$ cat config.mk
export PLATFORM = sky130hd
export DESIGN_NAME = eqi_ctrl
export DESIGN_NICKNAME = d
export VERILOG_FILES = /design/src/sv/eqi_pkg.sv /design/src/sv/eqi_ctrl.sv
export SDC_FILE = /design/constraint.sdc
export NUM_CORES = 1
export LEC_CHECK = 0
export ABC_AREA = 1
export BUFFER_PORTS_ARGS = -buffer_cell sky130_fd_sc_hd__buf_2
export CAP_MARGIN = 20
export CORE_MARGIN = 1
export CORE_UTILIZATION = 55
export CTS_CLUSTER_DIAMETER = 200
export CTS_CLUSTER_SIZE = 12
export DETAILED_ROUTE_END_ITERATION = 6
export GPL_TIMING_DRIVEN = 0
export PLACE_DENSITY = 0.9
export SYNTH_ARGS = -nofsm -noshare
export SYNTH_HDL_FRONTEND = slang
export SYNTH_SLANG_ARGS = --single-unit
$ cat constraint.sdc
create_clock -name clk -period 2 [get_ports clk]
set_input_delay 0.2 -clock clk [delete_from_list [all_inputs] [get_ports clk]]
set_output_delay 0.2 -clock clk [all_outputs]
set_load 0.02 [all_outputs]
$ cat src/sv/eqi_pkg.sv
// Shared types, codes and helpers of the element quadrature integral block.
// Used by the controller, the datapath, the multiplier and the top level.
package eqi_pkg;

	typedef enum logic [1:0] {
		ACT_LOAD_MATRIX = 2'd0,
		ACT_LOAD_WEIGHT = 2'd1,
		ACT_NODE        = 2'd2,
		ACT_NONE        = 2'd3
	} eqi_action_t;

	localparam int CFG_IDX_W = 1;
	localparam int CFG_VAL_W = 5;
	localparam logic [CFG_IDX_W-1:0] REG_POINTS_PER_ELEMENT = 1'b0;
	localparam logic [CFG_IDX_W-1:0] REG_QUADRATURE_POINTS  = 1'b1;

	localparam logic [63:0] SAT_MAX = 64'h7FFF_FFFF_FFFF_FFFF;
	localparam logic [63:0] SAT_MIN = 64'h8000_0000_0000_0000;

	typedef struct packed {
		logic [1:0]         action;
		logic [3:0]         row_index;
		logic [3:0]         column_index;
		logic signed [31:0] table_value;
		logic signed [31:0] node_value;
		logic signed [31:0] jacobian_value;
		logic               last_element;
	} eqi_in_t;

	typedef struct packed {
		logic signed [63:0] integral_value;
		logic               batch_end;
		logic               saturated;
	} eqi_out_t;

	typedef struct packed {
		logic [CFG_IDX_W-1:0] index;
		logic [CFG_VAL_W-1:0] value;
	} eqi_cfg_t;

	typedef struct packed {
		logic cap_node;
		logic wr_mat;
		logic wr_wt;
		logic acc_rd;
		logic mul_f;
		logic wr_val;
		logic wr_jac;
		logic fin_rd;
		logic mul_start;
		logic mul_sel_w;
		logic take_t;
		logic add_sum;
		logic clr_sum;
		logic load_out;
		logic clr_elem;
	} eqi_cmd_t;

	typedef struct packed {
		logic mul_done;
	} eqi_status_t;

	typedef struct packed {
		logic               ovf;
		logic signed [63:0] sum;
	} eqi_sum_t;

	function automatic eqi_sum_t sat_add64(logic signed [63:0] a, logic signed [63:0] b);
		eqi_sum_t   r;
		logic [63:0] s;
		s = a + b;
		r.ovf = (a[63] == b[63]) && (s[63] != a[63]);
		r.sum = r.ovf ? (a[63] ? SAT_MIN : SAT_MAX) : s;
		return r;
	endfunction

endpackage

$ cat src/sv/eqi_ctrl.sv
// Controller: configuration registers, point and node counters, the
// sequencing state machine and the output valid flag. Depends on eqi_pkg.
module eqi_ctrl import eqi_pkg::*; #(
	parameter int MAX_NODES       = 16,
	parameter int MAX_QUAD_POINTS = 16,
	localparam int NW  = (MAX_NODES > 1) ? $clog2(MAX_NODES) : 1,
	localparam int QW  = (MAX_QUAD_POINTS > 1) ? $clog2(MAX_QUAD_POINTS) : 1,
	localparam int NCW = $clog2(MAX_NODES + 1),
	localparam int QCW = $clog2(MAX_QUAD_POINTS + 1)
) (
	input  logic          clk,
	input  logic          arst_n,
	input  logic          in_valid,
	input  logic [1:0]    in_action,
	output logic          in_ready,
	input  logic          cfg_valid,
	input  eqi_cfg_t      cfg_data,
	output logic          cfg_ready,
	output logic          out_valid,
	input  logic          out_ready,
	output eqi_cmd_t      cmd,
	input  eqi_status_t   status,
	output logic [QW-1:0] q_idx,
	output logic [NW-1:0] node_idx
);

	typedef enum logic [10:0] {
		S_IDLE = 11'b000_0000_0001,
		S_A_RD = 11'b000_0000_0010,
		S_A_MF = 11'b000_0000_0100,
		S_A_MJ = 11'b000_0000_1000,
		S_A_WJ = 11'b000_0001_0000,
		S_F_RD = 11'b000_0010_0000,
		S_F_M1 = 11'b000_0100_0000,
		S_F_W1 = 11'b000_1000_0000,
		S_F_M2 = 11'b001_0000_0000,
		S_F_W2 = 11'b010_0000_0000,
		S_F_OUT = 11'b100_0000_0000
	} eqi_state_t;

	eqi_state_t     state_q, state_d;
	logic [QCW-1:0] q_q, q_nxt, nq;
	logic [NCW-1:0] node_q, node_nxt, np;
	logic [CFG_VAL_W-1:0] ppe_q, nqp_q;
	logic           out_valid_q;
	logic           accept, q_last, out_free;

	// zero acts as one, oversize acts as the maximum
	always_comb begin
		if (ppe_q == '0) np = NCW'(1);
		else if (int'(ppe_q) > MAX_NODES) np = NCW'(MAX_NODES);
		else np = NCW'(ppe_q);
		if (nqp_q == '0) nq = QCW'(1);
		else if (int'(nqp_q) > MAX_QUAD_POINTS) nq = QCW'(MAX_QUAD_POINTS);
		else nq = QCW'(nqp_q);
	end

	assign in_ready  = (state_q == S_IDLE);
	assign accept    = in_valid && in_ready;
	assign q_nxt     = q_q + 1'b1;
	assign q_last    = (q_nxt == nq);
	assign node_nxt  = node_q + 1'b1;
	assign out_free  = !out_valid_q || out_ready;
	assign q_idx     = q_q[QW-1:0];
	assign node_idx  = node_q[NW-1:0];
	assign out_valid = out_valid_q;
	assign cfg_ready = 1'b1;

	always_comb begin
		state_d = state_q;
		cmd     = '0;
		unique case (state_q)
			S_IDLE: begin
				if (accept) begin
					case (in_action)
						ACT_LOAD_MATRIX: cmd.wr_mat = 1'b1;
						ACT_LOAD_WEIGHT: cmd.wr_wt = 1'b1;
						ACT_NODE: begin
							cmd.cap_node = 1'b1;
							state_d      = S_A_RD;
						end
						default: ;
					endcase
				end
			end
			S_A_RD: begin
				cmd.acc_rd = 1'b1;
				state_d    = S_A_MF;
			end
			S_A_MF: begin
				cmd.mul_f = 1'b1;
				state_d   = S_A_MJ;
			end
			S_A_MJ: begin
				cmd.wr_val = 1'b1;
				state_d    = S_A_WJ;
			end
			S_A_WJ: begin
				cmd.wr_jac = 1'b1;
				if (!q_last) state_d = S_A_RD;
				else if (node_nxt >= np) begin
					cmd.clr_sum = 1'b1;
					state_d     = S_F_RD;
				end else state_d = S_IDLE;
			end
			S_F_RD: begin
				cmd.fin_rd = 1'b1;
				state_d    = S_F_M1;
			end
			S_F_M1: begin
				cmd.mul_start = 1'b1;
				state_d       = S_F_W1;
			end
			S_F_W1: begin
				if (status.mul_done) begin
					cmd.take_t = 1'b1;
					state_d    = S_F_M2;
				end
			end
			S_F_M2: begin
				cmd.mul_start = 1'b1;
				cmd.mul_sel_w = 1'b1;
				state_d       = S_F_W2;
			end
			S_F_W2: begin
				cmd.mul_sel_w = 1'b1;
				if (status.mul_done) begin
					cmd.add_sum = 1'b1;
					state_d     = q_last ? S_F_OUT : S_F_RD;
				end
			end
			S_F_OUT: begin
				if (out_free) begin
					cmd.load_out = 1'b1;
					cmd.clr_elem = 1'b1;
					state_d      = S_IDLE;
				end
			end
			default: state_d = S_IDLE;
		endcase
	end

	always_ff @(posedge clk or negedge arst_n) begin
		if (!arst_n) begin
			state_q     <= S_IDLE;
			q_q         <= '0;
			node_q      <= '0;
			ppe_q       <= CFG_VAL_W'(1);
			nqp_q       <= CFG_VAL_W'(1);
			out_valid_q <= 1'b0;
		end else begin
			state_q <= state_d;
			if (cmd.cap_node) q_q <= '0;
			else if (cmd.wr_jac) q_q <= q_last ? '0 : q_nxt;
			else if (cmd.add_sum) q_q <= q_last ? '0 : q_nxt;
			if (cmd.wr_jac && q_last) node_q <= (node_nxt >= np) ? '0 : node_nxt;
			if (cmd.load_out) out_valid_q <= 1'b1;
			else if (out_ready) out_valid_q <= 1'b0;
			if (cfg_valid && cfg_ready) begin
				unique case (cfg_data.index)
					REG_POINTS_PER_ELEMENT: ppe_q <= cfg_data.value;
					REG_QUADRATURE_POINTS:  nqp_q <= cfg_data.value;
					default: ;
				endcase
			end
		end
	end

	a_mul_done_in_wait: assert property (@(posedge clk) disable iff (!arst_n)
		status.mul_done |-> (state_q == S_F_W1 || state_q == S_F_W2))
		else $error("multiplier finished outside a wait state");

	a_point_in_range: assert property (@(posedge clk) disable iff (!arst_n)
		(state_q != S_IDLE && state_q != S_F_OUT) |-> (q_q < nq))
		else $error("quadrature point counter beyond point count");

	a_out_from_final: assert property (@(posedge clk) disable iff (!arst_n)
		$rose(out_valid_q) |-> $past(state_q) == S_F_OUT)
		else $error("result raised outside the output state");

endmodule
==> results of run 1 <==
per-stage QoR:
step / hold WS, ns / setup TNS [ns] / worst slack, ns
4_1_cts: 0.145 / -0.950 / -0.360
3_5_place_dp: 0.293 / -1.07 / -0.279
2_1_floorplan: -0.0956 / 0 / 0.0472
6_report: 0.147 / -1.48 / -0.469
5_1_grt: 0.165 / -2.53 / -0.576
3_3_place_gp: 0.285 / -0.568 / -0.210
worst max-delay path: cells and delay by family (launching register included):
family	cells	cell delay, ns
DFF	1	0.42
adders and majority gates	2	0.51
buffers and inverters	3	0.30
xor gates and xnor gates	1	0.17
and+or+nand+nor	5	0.57
power by group:
group	internal [uW]	switching [uW]	leakage, uW	total [uW]
logic	247	450	0.00102	697
registers	715	50.7	0.000421	766
clock network	370	250	0.0000552	619
total	1330	751	0.00149	2080
repair_timing:
item / in CTS / in global routing
setup buffers: 8 / 4
endpoints found under the hold margin: 29 / 0
endpoints found under the setup margin: 8 / 15
pin swaps: 6 / 9
gates resized for setup: 4 / 9
hold buffers: 1 / 0
logic make-up after synthesis:
group / after synthesis
DFF: 32
xor gates and xnor gates: 3
and+or+nand+nor: 161
adders and majority gates: 7
buffers and inverters: 61
AOI/OAI and AO/OA: 30
other: 1
cells in the mapped netlist (all sizes together):
master,instances
a21oi,5
and2,1
buf,11
clkinv,1
conb,1
dfrtp,29
dfstp,3
ha,7
inv,49
nand2,87
nand3,15
nand3b,2
nand4,10
nor2,36
nor3,9
o21ai,24
o21bai,1
or2,1
xor2,3
state kept, by name, summed over array words and instances, names as in the netlist:
register	cells
node_q	5
state_q	11
out_valid	1
nqp_q	5
ppe_q	5
q_q	5
layer usage:
layer	GRT usage (%)	share of wire, %
met1	26.7	43
met2	42.9	51
met5	0	0
met4	8.61	1.8
met3	5.71	3.7
layout make-up:
cell class,count,area (sq um)
multi-input combinational,202,1100
sequential,32,806
clock buffer,6,72.6
tap,48,60.1
buffer,11,86.3
fill,326,1060
timing repair buffer,47,270
inverter,50,193
clock inverter,2,35.0
path summary, 6_finish.rpt:
kind,from,cells past startpoint,slack [ns],to
max,node_q[0],11,-0.47,cmd[2]
min,cfg_data[0],3,0.15,ppe_q[0]
max reg2reg,node_q[1],12,-0.17,node_q[2]
min reg2reg,nqp_q[0],2,0.50,nqp_q[0]
max in group asynchronous,arst_n,2,1.00,q_q[0]
min in group asynchronous,arst_n,2,0.49,node_q[2]
layout by cell type, fill, tap and decap left out, drive strengths merged, types with 5 or more instances in the layout:
cell type,synthesis,layout
a21oi,5,5
buf,11,57
clkbuf,0,6
dfrtp,29,29
ha,7,7
inv,49,49
nand2,87,87
nand3,15,15
nand4,10,10
nor2,36,36
nor3,9,9
o21ai,24,24
==> metrics.yaml, run 1 <==
drv_slew: 0
setup_slack_ns: -0.469
core_area_sq_um: 3690
netlist_top_cells_area: "dfrtp_1 (34%), nand2_1 (13%), inv_1 (8.4%), nor2_1 (4.4%), o21ai_0 (4.2%)"
fin_cells: 398
numClockSinks: 32
drtIter0Drc: 130
final_nets: 370
ys_warn_count: 0
area_delta_synth_final_pct: 22.7
synthCells: 295
crit_path_max_fanout: 3
grt_use_total_pct: 23.7
drv_cap: 0
dp_hpwl_um: 3360
synthAdderAreaFrac_pct: 4.09
outcome: "complete, but fails checks"
required_ns: 1.80
min_period_ns: 2.47
clk-insertion-delay-late_ns: 0.29
die_width_um: 64.4
ys_ff_latch: 32
drt-wirelength-per-cell_um: 11.7
p_per_area_nw_per_um2: 793
path_class: "flip-flop to output port"
clock_skew_ns: 0.00954
dieArea_sq_um: 4150
fin_crit_sh_pct: 123
drt_first_pass_iters: 4
ios: 40
synth-xor-area-share_pct: 1.23
yosysTopAreaCell: "dfrtp_1"
ys_seq_area_share_pct: 37.6
setup_violations: 8
path_cells: "ha_4 > nand3_4 > xor2_2 > ha_1 > nand2_1 > inv_1 > nand4_1 > nand4_1 > nand4_1 > inv_1 > buf_6"
max_clock_freq_ghz: 0.405
cts_buffer_depth: 2
violations: "negative setup slack"
final_layout_size_suffix_gt1_share_pct: 30.0
slowest_stage: "dfrtp_1"
finalWirelength_um: 4640
rows: 22
tightest_slew_ns: 0.713
rsz0062_at_grt: "true"
synth_top_family_by_area: "simple AND/OR/NAND/NOR gates"
antenna_cells: 0
synth_compound_area_share_pct: 7.30
clk_pin_slew_ns: 0.07
die_h_um: 64.4
cts-root-buf: "clkbuf_8"
grt_max_degree: 33
critPathCaptureType: "output port"
arrival_ns: 2.27
gp_congestion: 0.857
hp-class: "input port to flip-flop"
synth_top_area_share_pct: 33.9
cts_htree_levels: 2
start_util_pct: 58.1
fin_area_sq_um: 2630
ir_drop_uv: 567
antenna_found_initial: 0
port-buffer-count: 38
final_antenna_net_count: 0
synth.avg_cell_area_sq_um: 7.26
crit_top_cell: "nand4_1"
cp-start-kind: "flip-flop"
cts_buffers: 5
post-route-drc-count: 0
placedCellCount: 381
cts_tree: "built"
vias: 1979
routed_via_density: 4.97
syn_area_sq_um: 2140
slew-limit-headroom_pct: 52.5
power_uw: 2080
synth-simple-area-share_pct: 36.6
synth_cell_type_count: 28
grt_pass1_wl_um: 7620
gr-total-overflow: 0
postSynthNetCount: 316
synthMuxAreaShare_pct: 0
slowest_delay_ns: 0.42
hold_viol_final: 0
grt_pass1_vias: 1831
place_area_sq_um: 2390
p_leak_uw: 0.00149
fin_util_pct: 71.2
(Power assumes the default switching activity.)
==> run 2: changes to the inputs <==
--- a/config.mk
+++ b/config.mk
@@ -10,6 +10,7 @@
 export CAP_MARGIN = 20
 export CORE_MARGIN = 1
 export CORE_UTILIZATION = 55
+export CTS_BUF_LIST = sky130_fd_sc_hd__clkbuf_8 sky130_fd_sc_hd__clkbuf_16
 export CTS_CLUSTER_DIAMETER = 200
 export CTS_CLUSTER_SIZE = 12
 export DETAILED_ROUTE_END_ITERATION = 6
==> run 2 against run 1 <==
The run still ends with negative setup slack left. Die area stayed put. Largest power group unchanged. Largest cell class unchanged. Combinational power hardly changed. Non-clock buffer count stayed put.
==> metrics.yaml, run 2 (synthesis gave the netlist of run 1 again) <==
outcome: "complete, but fails checks"  # unchanged
violations: "negative setup slack"  # unchanged
setup_violations: 8  # unchanged
cts_buffers: 5  # unchanged
die_width_um: 64.4  # unchanged
gp_congestion: 0.857  # unchanged
fin_area_sq_um: 2630  # unchanged
rows: 22  # unchanged
critPathBufInv: 3  # unchanged
required_ns: 1.80  # about the same
p_per_area_nw_per_um2: 790  # was 793 nW/um^2
slowest_delay_ns: 0.42  # about the same
path_class: "flip-flop to output port"  # unchanged
finalWirelength_um: 4630  # was 4640 um
antenna_found_initial: 0  # unchanged
clk_pin_slew_ns: 0.07  # about the same
clock_skew_ns: 0.00910  # was 0.00954 ns
path_cells: "ha_4 > nand3_4 > xor2_2 > ha_1 > nand2_1 > inv_1 > nand4_1 > nand4_1 > nand4_1 > inv_1 > buf_6"  # unchanged
core_area_sq_um: 3690  # unchanged
die_h_um: 64.4  # unchanged
fin_crit_sh_pct: 123  # about the same
p_leak_uw: 0.00150  # was 0.00149 uW
r2r_end: "node_q[2]"  # unchanged
final_layout_size_suffix_gt1_share_pct: 30.0  # unchanged
largest_register: "state_q"  # unchanged
final_antenna_net_count: 0  # unchanged
start_util_pct: 58.1  # unchanged
cts_htree_levels: 2  # unchanged
vias: 1974  # was 1979
numClockSinks: 32  # unchanged
holdPathEnd: "ppe_q[0]"  # unchanged
min_period_ns: 2.46  # was 2.47 ns
dieArea_sq_um: 4150  # unchanged
ios: 40  # unchanged
mostFrequentLayoutCells: "nand2_1 (76), inv_1 (49), buf_2 (37), dfrtp_1 (28), nor2_1 (24)"  # was nand2_1 (76), inv_1 (48), buf_2 (37), dfrtp_1 (28), nor2_1 (24)
antenna_cells: 0  # unchanged
ir_drop_uv: 566  # was 567 uV
drv_cap: 0  # unchanged
path_delay_family: "simple AND/OR/NAND/NOR gates"  # unchanged
drv_slew: 0  # unchanged
gr-total-overflow: 0  # unchanged
tightest_slew_ns: 0.715  # was 0.713 ns
arrival_ns: 2.26  # was 2.27 ns
post-route-drc-count: 0  # unchanged
placedCellCount: 381  # unchanged
cts-root-buf: "clkbuf_8"  # unchanged
clk-insertion-delay-late_ns: 0.29  # about the same
rsz0062_at_grt: "true"  # unchanged
routed_via_density: 4.96  # was 4.97
cp-start-kind: "flip-flop"  # unchanged
regToRegSetupSlack_ns: -0.16  # was -0.17 ns
hold_path.startpoint: "cfg_data[0]"  # unchanged
crit_path_max_fanout: 3  # unchanged
place_area_sq_um: 2390  # unchanged
r2r_start: "node_q[1]"  # unchanged
max_clock_freq_ghz: 0.407  # was 0.405 GHz
crit_top_cell: "nand4_1"  # unchanged
fin_util_pct: 71.2  # unchanged
largest_reg_flops: 11  # unchanged
reg2reg_depth: 12  # unchanged
drt-wirelength-per-cell_um: 11.6  # was 11.7 um
critPathCaptureType: "output port"  # unchanged
dp_hpwl_um: 3360  # unchanged
final_nets: 370  # unchanged
port-buffer-count: 38  # unchanged
slowest_stage: "dfrtp_1"  # unchanged
cts_buffer_depth: 2  # unchanged
slew-limit-headroom_pct: 52.3  # was 52.5%
hold_path_depth: 3  # unchanged
hold_viol_final: 0  # unchanged
grt_pass1_vias: 1831  # unchanged
hp-class: "input port to flip-flop"  # unchanged
fin_cells: 398  # unchanged
setup_slack_ns: -0.458  # was -0.469 ns
grt_use_total_pct: 23.7  # unchanged
grt_pass1_wl_um: 7620  # unchanged
drtIter0Drc: 130  # unchanged
grt_max_degree: 33  # unchanged
final_common_cell: "nand2_1"  # unchanged
area_delta_synth_final_pct: 22.7  # unchanged
drt_first_pass_iters: 4  # unchanged
cts_tree: "built"  # unchanged
==> run 2: cell types whose count changed in the layout (fill, tap and decap cells not counted) <==
cell,delta
clkbuf_1,-1
inv_1,+1
==> run 2: layout make-up <==
cell class,instances,area (sq um)
Multi-Input combinational cell,202,1100
Fill cell,326,1060
Sequential cell,32,806
Timing Repair Buffer,47,270
Inverter,50,193
Buffer,11,86.3
Clock buffer,5,68.8
Tap cell,48,60.1
Clock inverter,3,38.8
==> run 2: how the worst max path moves through the flow <==
stage | cells past startpoint | slack (ns) | start | to
after global placement | 11 | -0.21 | node_q[0] | cmd[2]
after CTS | 11 | -0.36 | node_q[1] | cmd[2]
after global routing | 11 | -0.58 | node_q[1] | cmd[2]
after floorplan | 10 | 0.05 | node_q[0] | cmd[2]
final | 11 | -0.46 | node_q[0] | cmd[2]
after detailed placement | 11 | -0.28 | node_q[0] | cmd[2]
==> run 2: worst min-delay path: cells and delay by family <==
kind,cells,cell delay (ns)
buf+inv,2,0.15
compound gates,1,0.08
==> run 2: through the flow <==
stage	setup TNS, ns	setup slack [ns]	power [uW]	hold WS [ns]
global route	-2.54	-0.577	2220	0.165
floorplan	0	0.0472	1280	-0.0956
detailed placement	-1.07	-0.279	1430	0.293
finish	-1.42	-0.458	2080	0.147
CTS	-0.951	-0.361	2060	0.145
global placement	-0.568	-0.210	1410	0.285
==> run 2: timing repair <==
action | CTS | global route
endpoints found under the setup margin | 8 | 15
endpoints found under the hold margin | 29 | 0
gates resized for setup | 4 | 9
pin swaps | 6 | 9
buffers inserted | 8 | 4
hold buffers | 1 | 0
==> run 2: metal layers <==
layer	share of wire (%)	global-route usage [%]	wire length, um
met1	43	26.7	2000
met2	52	42.9	2390
met3	3.8	5.71	178
met4	1.3	8.61	62
met5	0	0	0
==> run 2: where the power goes <==
| part | leakage (uW) | total [uW] | switching [uW] | internal, uW |
|---|---|---|---|---|
| Combinational | 0.00102 | 696 | 449 | 247 |
| Clock | 0.0000593 | 614 | 249 | 364 |
| Sequential | 0.000421 | 766 | 50.7 | 715 |
==> run 3: changes to the inputs <==
==> constraint.sdc (replaced) <==
create_clock -name clk -period 2.7 [get_ports clk]
set_input_delay 0.27 -clock clk [delete_from_list [all_inputs] [get_ports clk]]
set_output_delay 0.27 -clock clk [all_outputs]
set_load 0.02 [all_outputs]
==> run 3 against run 2 <==
The run now ends clean. Die area is the same. Count of clock-buffer cells in the layout is the same. Power fell by 27%. Via count up 0.66%. Cell area decreased by 3.1%. Sequential power is 26% lower. Final cell count fell by 1.5%. Sequential share of layout area increased by 0.95 points. Non-clock buffer count shrank 6. Critical endpoint unchanged. Highest routed layer unchanged.
==> metrics.yaml, run 3 (synthesis gave the netlist of run 1 again) <==
cts_htree_levels: 2  # unchanged
start_util_pct: 58.1  # unchanged
drt_first_pass_iters: 4  # unchanged
post-route-drc-count: 0  # unchanged
drv_slew: 0  # unchanged
timing.hold.ws_ns: 0.0183  # was 0.147 ns
outcome: "finished clean"  # was complete, but fails checks
final_nets: 364  # was 370
arrival_ns: 2.34  # was 2.26 ns
ir_drop_uv: 425  # was 566 uV
grt_max_degree: 33  # unchanged
final_layout_size_suffix_gt1_share_pct: 27.9  # was 30.0%
hold_viol_final: 0  # unchanged
fin_setup_tns_ns: 0  # was -1.42 ns
cts_buffers: 5  # unchanged
setup_violations: 0  # was 8
drt-wirelength-per-cell_um: 11.3  # was 11.6 um
grt_pass1_wl_um: 7360  # was 7620 um
rsz0062_at_grt: "false"  # was true
power_uw: 1520  # was 2080 uW
core_area_sq_um: 3690  # unchanged
placedCellCount: 381  # unchanged
antenna_cells: 0  # unchanged
vias: 1987  # was 1974
final_common_cell: "nand2_1"  # unchanged
cts-root-buf: "clkbuf_8"  # unchanged
fin_cells: 392  # was 398
gp_congestion: 0.857  # unchanged
drtIter0Drc: 101  # was 130
grt_pass1_vias: 1791  # was 1831
die_width_um: 64.4  # unchanged
required_ns: 2.43  # was 1.80 ns
gr-total-overflow: 0  # unchanged
drv_cap: 0  # unchanged
die_h_um: 64.4  # unchanged
clk_pin_slew_ns: 0.07  # about the same
clock_skew_ns: 0.00771  # was 0.00910 ns
cts_buffer_depth: 2  # unchanged
routed_via_density: 5.07  # was 4.96
mostFrequentLayoutCells: "nand2_1 (76), inv_1 (49), buf_2 (38), dfrtp_1 (29), nor2_1 (25)"  # was nand2_1 (76), inv_1 (49), buf_2 (37), dfrtp_1 (28), nor2_1 (24)
numClockSinks: 32  # unchanged
path_class: "flip-flop to output port"  # unchanged
min_period_ns: 2.61
area_delta_synth_final_pct: 18.8  # was 22.7%
ios: 40  # unchanged
slew-limit-headroom_pct: 53.2  # was 52.3%
final_antenna_net_count: 0  # unchanged
grt_use_total_pct: 22.9  # was 23.7%
largest_register: "state_q"  # unchanged
fin_crit_sh_pct: 96.8
antenna_found_initial: 0  # unchanged
dp_hpwl_um: 3360  # unchanged
crit_path_max_fanout: 4  # was 3
port-buffer-count: 38  # unchanged
hp-class: "input port to asynchronous set/reset pin"  # was input port to flip-flop
cp-start-kind: "flip-flop"  # unchanged
tightest_slew_ns: 0.703  # was 0.715 ns
cts_tree: "built"  # unchanged
clk-insertion-delay-late_ns: 0.29  # about the same
rows: 22  # unchanged
p_leak_uw: 0.00147  # was 0.00150 uW
dieArea_sq_um: 4150  # unchanged
critPathCaptureType: "output port"  # unchanged
largest_reg_flops: 11  # unchanged
p_per_area_nw_per_um2: 595  # was 790 nW/um^2
max_clock_freq_ghz: 0.383
finalWirelength_um: 4450  # was 4630 um
[run 3: cell types whose count changed in the layout (fill, tap and decap cells not counted), sizes merged]
cell,delta
buf,-5
dlygate4sd3,-1
[run 3: per-layer routing]
layer  part of all wire (%)  routed length, um  up-vias  track usage (%)
met5                      0                  0        -                0
met4                    1.8                 82        0             8.89
met3                    4.2                187       11             5.89
met2                     51               2290       49             41.1
met1                     42               1890      920             25.7
li1                       -                  -     1007                -
[run 3: area by class of cell]
type | instances | area [sq um]
tap | 48 | 60.1
inverter | 50 | 193
timing repair buffer | 41 | 213
clock buffer | 5 | 68.8
multi-input combinational | 202 | 1080
clock inverter | 3 | 38.8
buffer | 11 | 86.3
fill | 335 | 1140
sequential | 32 | 805
[run 3: power breakdown]
part | total, uW | internal [uW] | leakage, uW | switching [uW]
Clock | 455 | 270 | 0.0000593 | 185
Sequential | 566 | 529 | 0.000423 | 37.1
Combinational | 494 | 172 | 0.000984 | 323
[run 3: worst max-delay path, cell delays in order (launching register included)]
cell and delay [ns]:
dfrtp_1 0.40, ha_2 0.21, nand3_1 0.12, xor2_2 0.19, ha_4 0.29, nand2_1 0.06
inv_1 0.07, nand4_1 0.10, nand4_1 0.19, nand4_1 0.16, inv_1 0.10, buf_2 0.16
[run 3: final timing paths]
path / from / to / slack, ns / depth (start not counted)
max: node_q[1] / cmd[2] / 0.09 / 11
min: arst_n / out_valid / 0.02 / 1
max reg2reg: node_q[1] / node_q[4] / 0.64 / 10
min reg2reg: nqp_q[0] / nqp_q[0] / 0.50 / 2
max in group asynchronous: arst_n / q_q[2] / 2.22 / 1
min in group clk: cfg_data[0] / ppe_q[0] / 0.22 / 3
[run 3: what timing repair did]
item / CTS / global route
buffers inserted: 0 / 3
hold buffers: 0 / 0
gates resized for setup: 0 / 3
endpoints found under the setup margin: 0 / 1
[run 3: through the flow]
| step | instance area (sq um) | utilization (%) | worst slack (ns) |
|---|---|---|---|
| after floorplan | 2140 | - | 0.677 |
| after global placement | 2390 | 64.9 | 0.420 |
| after detailed placement | 2390 | 64.9 | 0.351 |
| after CTS | 2500 | 67.8 | 0.0300 |
| after global routing | 2540 | 69.0 | 0.0111 |
| final | 2540 | 69.0 | 0.0876 |
